`config.mk`:
```
export PLATFORM = sky130hd
export DESIGN_NAME = lzd_ctrl
export DESIGN_NICKNAME = d
export VERILOG_FILES = /design/src/hdl/lzd_pkg.sv /design/src/hdl/lzd_ctrl.sv
export SDC_FILE = /design/constraint.sdc
export NUM_CORES = 1
export LEC_CHECK = 0
export ABC_AREA = 1
export BUFFER_PORTS_ARGS = -buffer_cell sky130_fd_sc_hd__buf_2
export CORE_UTILIZATION = 40
export DETAILED_ROUTE_END_ITERATION = 8
export PLACE_DENSITY = 0.66
export RECOVER_POWER = 50
export SYNTH_ARGS = -nofsm -noshare
export SYNTH_HDL_FRONTEND = slang
export SYNTH_SLANG_ARGS = --single-unit
export TNS_END_PERCENT = 100
```
`constraint.sdc`:
```
create_clock -name clk -period 1.6 [get_ports clk]
set_input_delay 0 -clock clk [delete_from_list [all_inputs] [get_ports clk]]
set_output_delay 0 -clock clk [all_outputs]
set_load 0.02 [all_outputs]
```
`src/hdl/lzd_pkg.sv`:
```
// Shared constants and controller/datapath interface types for the LZSS window decoder.
// No dependencies; imported by lzd_ctrl, lzd_datapath and lzss_window_decoder.
`default_nettype none

package lzd_pkg;

	// History window geometry
	localparam int WIN_AW    = 12;
	localparam int WIN_DEPTH = 1 << WIN_AW;
	localparam int MAX_MATCH = 18;
	localparam logic [WIN_AW-1:0] WP_START = WIN_AW'(WIN_DEPTH - MAX_MATCH);

	// Match length bias and counter widths
	localparam int CNT_W      = 5;
	localparam logic [CNT_W-1:0] MATCH_BIAS = CNT_W'(3);
	localparam int FILL_W     = WIN_AW + 1;
	localparam int LEN_W      = 32;

	// Commands from controller to datapath
	typedef struct packed {
		logic start_frame;
		logic emit_lit;
		logic load_pos;
		logic start_copy;
		logic rd_en;
		logic emit_copy;
	} lzd_cmd_t;

	// Status from datapath to controller
	typedef struct packed {
		logic out_free;
		logic rem_zero;
		logic rem_one;
		logic olen_zero;
		logic pend;
		logic reads_zero;
		logic emit_last;
	} lzd_stat_t;

endpackage

`default_nettype wire

```
`src/hdl/lzd_ctrl.sv`:
```
// Controller of the LZSS window decoder: token parser and copy sequencer.
// Depends on lzd_pkg for the command and status types.
`default_nettype none

module lzd_ctrl (
	input  wire logic             clk,
	input  wire logic             arst_n,
	input  wire logic             in_valid,
	output logic                  in_stall,
	input  wire logic [7:0]       in_byte,
	input  wire logic             frame_start,
	input  wire lzd_pkg::lzd_stat_t stat,
	output lzd_pkg::lzd_cmd_t     cmd
);
	import lzd_pkg::*;

	typedef enum logic {ST_IDLE, ST_COPY} state_t;
	typedef enum logic [1:0] {PH_FLAG, PH_TOKEN, PH_MATCH_HI} phase_t;

	state_t      state_q, state_d;
	phase_t      phase_q, phase_d, ph_eff;
	logic [8:0]  flag_q, flag_d, flag_shr;
	logic        acc, active, flag_done, emit, ending;

	// Take an item only while idle and the output register can take a byte
	assign in_stall  = !(state_q == ST_IDLE && stat.out_free);
	assign acc       = in_valid && !in_stall;
	assign ph_eff    = frame_start ? PH_FLAG : phase_q;
	assign active    = frame_start ? !stat.olen_zero : !stat.rem_zero;
	assign flag_shr  = {1'b0, flag_q[8:1]};
	assign flag_done = (flag_shr[8:1] == 8'h00);

	// Decode the next step
	always_comb begin
		cmd     = '0;
		state_d = state_q;
		phase_d = phase_q;
		flag_d  = flag_q;
		emit    = 1'b0;
		ending  = 1'b0;
		case (state_q)
			ST_IDLE: begin
				if (acc) begin
					cmd.start_frame = frame_start;
					if (frame_start) begin
						phase_d = PH_FLAG;
						flag_d  = '0;
					end
					if (active) begin
						case (ph_eff)
							PH_FLAG: begin
								flag_d  = {1'b1, in_byte};
								phase_d = PH_TOKEN;
							end
							PH_TOKEN: begin
								if (flag_q[0]) begin
									cmd.emit_lit = 1'b1;
									flag_d       = flag_shr;
									phase_d      = flag_done ? PH_FLAG : PH_TOKEN;
								end else begin
									cmd.load_pos = 1'b1;
									phase_d      = PH_MATCH_HI;
								end
							end
							PH_MATCH_HI: begin
								cmd.start_copy = 1'b1;
								flag_d         = flag_shr;
								phase_d        = flag_done ? PH_FLAG : PH_TOKEN;
								state_d        = ST_COPY;
							end
							default: begin
								phase_d = PH_FLAG;
							end
						endcase
					end
				end
			end
			ST_COPY: begin
				// Emit a fetched byte, keep one read in flight
				emit          = stat.pend && stat.out_free;
				ending        = emit && (stat.emit_last || stat.rem_one);
				cmd.emit_copy = emit;
				cmd.rd_en     = (!stat.pend || emit) && !stat.reads_zero && !ending;
				if (ending || (!stat.pend && stat.reads_zero)) begin
					state_d = ST_IDLE;
				end
			end
			default: begin
				state_d = ST_IDLE;
			end
		endcase
	end

	// Hold state and parser registers
	always_ff @(posedge clk or negedge arst_n) begin
		if (!arst_n) begin
			state_q <= ST_IDLE;
			phase_q <= PH_FLAG;
			flag_q  <= '0;
		end else begin
			state_q <= state_d;
			phase_q <= phase_d;
			flag_q  <= flag_d;
		end
	end

endmodule

`default_nettype wire

```
==> flow_metrics.tcl <==
set metrics [dict create \
    seqCellArea_um2 300.3 \
    dp_slack_ns 0.2477 \
    initial_utilization_pct 44.49 \
    ir_worst_vdd_uv 560.5 \
    final_cell_mix "nand2_1 (37), inv_1 (23), buf_2 (22)" \
    final_common_cell "nand2_1" \
    cp-start-kind "flop" \
    core_area_um2 1783 \
    slew_viol_final 0 \
    end_kind "flop" \
    layoutNonFillerInstCount 172 \
    p_leak_nw 0.5577 \
    yosysWarnings 0 \
    arrival_ns 1.57 \
    hp-start "in_byte[2]" \
    clk_latency_ns 0.27 \
    worstPathRequired_ns 1.80 \
    grt_max_degree 18 \
    synth_edf_count 0 \
    setup_ws_ns 0.2375 \
    syn_nets 137 \
    fmax_mhz 734.0 \
    dpl_cell_area_um2 938.4 \
    syn_avg_cell_area_um2 6.723 \
    vias_per_cell 4.773 \
    cp_common_cell "nand2_1" \
    min_path_type "primary input to flop" \
    path_delay_family "simple AND/OR/NAND/NOR gates" \
    rrSetupSlack_ns 0.24 \
    syn_to_final_growth_pct 23.19 \
    antenna_cells 0 \
    finalSetupViolCount 0 \
    synthFlopType "dfrtp_1" \
    fin_skew_ns 0.003228 \
    ys_seq_elements 12 \
    cp_max_fo 17 \
    ys_seq_area_share_pct 37.85 \
    dp.cells 167 \
    drt_iter0_markers 12 \
    design_area_um2 977.2 \
    root_buffer "clkbuf_4" \
    drive_gt1_share_pct 22.45 \
    finalHoldViolations 0 \
    antenna_left 0 \
    critPathBufInv 2 \
    crit_start "phase_q[0]$_DFFE_PN0P_" \
    routabilityCongestion 0.7566 \
    synth_cell_types 17 \
    cap_violations 0 \
    track_usage_pct 16.80 \
    powerDensity_nw_per_um2 820.6 \
    period_needed_ns 1.362 \
    cts_tree "done" \
    top_level_ports 26 \
    relSlewSlack_pct 58.42 \
    clk_pin_slew_ns 0.07 \
    dp_hpwl_um 1328 \
    clock_sinks 12 \
    rsz0062_at_grt "false" \
    yosys.area.top_type "dfrtp_1" \
    multi_input_area_um2 395.4 \
    grt_antenna_before_repair 0 \
    routed_wl_um 1664 \
    tns_ns 0 \
    synth.top_cell.area_share_pct 37.85 \
    drc 0 \
    r2r-start "phase_q[0]$_DFFE_PN0P_" \
    grt_pass1_wl_um 2546 \
    hold_buffers 2 \
    synth_area_leaders "dfrtp_1 (38%), nand2_1 (18%), nand3_1 (11%), inv_1 (11%), nor2_1 (4.3%)" \
    first_pass_iters 5 \
    vias 821 \
    die_h_um 46.53 \
    crit_chain "inv_1 -> nor2_1 -> nand2_1 -> nand2_2 -> nor2_4 -> nand3_1 -> nand2_1 -> inv_1 -> nand2_1" \
    grt_overflow_total 0 \
    fin_nets 168 \
    dieArea_um2 2165 \
    grt_pass1_vias 628 \
    htreeDepth 1 \
    wl_per_cell_um 9.674 \
    die_x_um 46.53 \
    port_buffers 25 \
    cts_setup_buffers 0 \
    syn_area_um2 793.3 \
    run_status "complete, no violations" \
    worst_pin_slew_ns 0.6236 \
    cp_slowest_cell "dfrtp_1" \
    critPathMaxStageDelay_ns 0.40 \
    synthArstFlopShare_pct 100.0 \
    clockBufferDepth 2 \
    fill_cells 177 \
    synth_cells 118 \
    fp-row-count 15 \
    post-route-period-util_pct 85.16 \
    path_class "flop to flop" \
    cts_inserted_buffers 3 \
    cts_resized 0 \
]
## cell usage after synthesis (all sizes together) (2+ instances only)
library cell,instances
a21oi,3
dfrtp,12
inv,23
nand2,40
nand3,19
nor2,10
o21ai,4
o22ai,2
## registers in the layout (all words and copies together), names as in the netlist
signal,flops
phase_q,2
flag_q,9
state_q,1
## layout make-up
| type | count | area share [%] |
|---|---|---|
| Clock buffer | 3 | 2.305 |
| Inverter | 23 | 8.835 |
| Multi-Input combinational cell | 82 | 40.46 |
| Sequential cell | 12 | 30.73 |
| Tap cell | 25 | 3.201 |
| Timing Repair Buffer | 27 | 14.47 |
## report_power, final
group / internal [W] / switching [W] / leakage (nW)
Clock: 0.0000870 / 0.0000881 / 0.0138
Sequential: 0.000359 / 0.0000467 / 0.157
Combinational: 0.0000839 / 0.000137 / 0.387
Total: 0.000530 / 0.000272 / 0.558
## metrics by stage
stage	power, W	utilization, %	hold WS [ns]
after CTS	0.0008154	55.02	0.03362
after global routing	0.0008598	54.81	0.04766
final	0.0008019	54.81	0.03659
after detailed placement	0.0006304	52.63	-0.1128
after global placement	0.0006235	52.63	-0.1112
after floorplan	0.0005541	-	-0.2956
## worst min-delay path, delay by kind of cell
family	cells	cell delay, ns
simple gates	3	0.16
buf+inv	2	0.11
## metal layers
| layer | part of all wire [%] | GRT usage, % | up-vias |
|---|---|---|---|
| li1 | - | - | 431 |
| met1 | 46 | 22.73 | 362 |
| met2 | 47 | 25.00 | 28 |
| met3 | 6.9 | 5.882 | 0 |
| met4 | 0 | 4.706 | 0 |
| met5 | 0 | 0 | - |
## cell families after synthesis
| logic type | count (synthesis) | synth area share (%) |
|---|---|---|
| compound gates | 10 | 8.359 |
| buf+inv | 24 | 12.30 |
| flops | 12 | 37.86 |
| simple gates | 72 | 41.48 |
## worst paths after layout
check / to / depth (start not counted)
setup / recovery: flag_q[6]$_DFFE_PN0P_ / 9
hold / removal: flag_q[2]$_DFFE_PN0P_ / 5
setup reg to reg: flag_q[6]$_DFFE_PN0P_ / 9
hold reg to reg: flag_q[1]$_DFFE_PN0P_ / 2
max in group asynchronous: flag_q[0]$_DFFE_PN0P_ / 2
min in group asynchronous: flag_q[5]$_DFFE_PN0P_ / 2
Note: power is estimated with default switching activity, not from simulation.
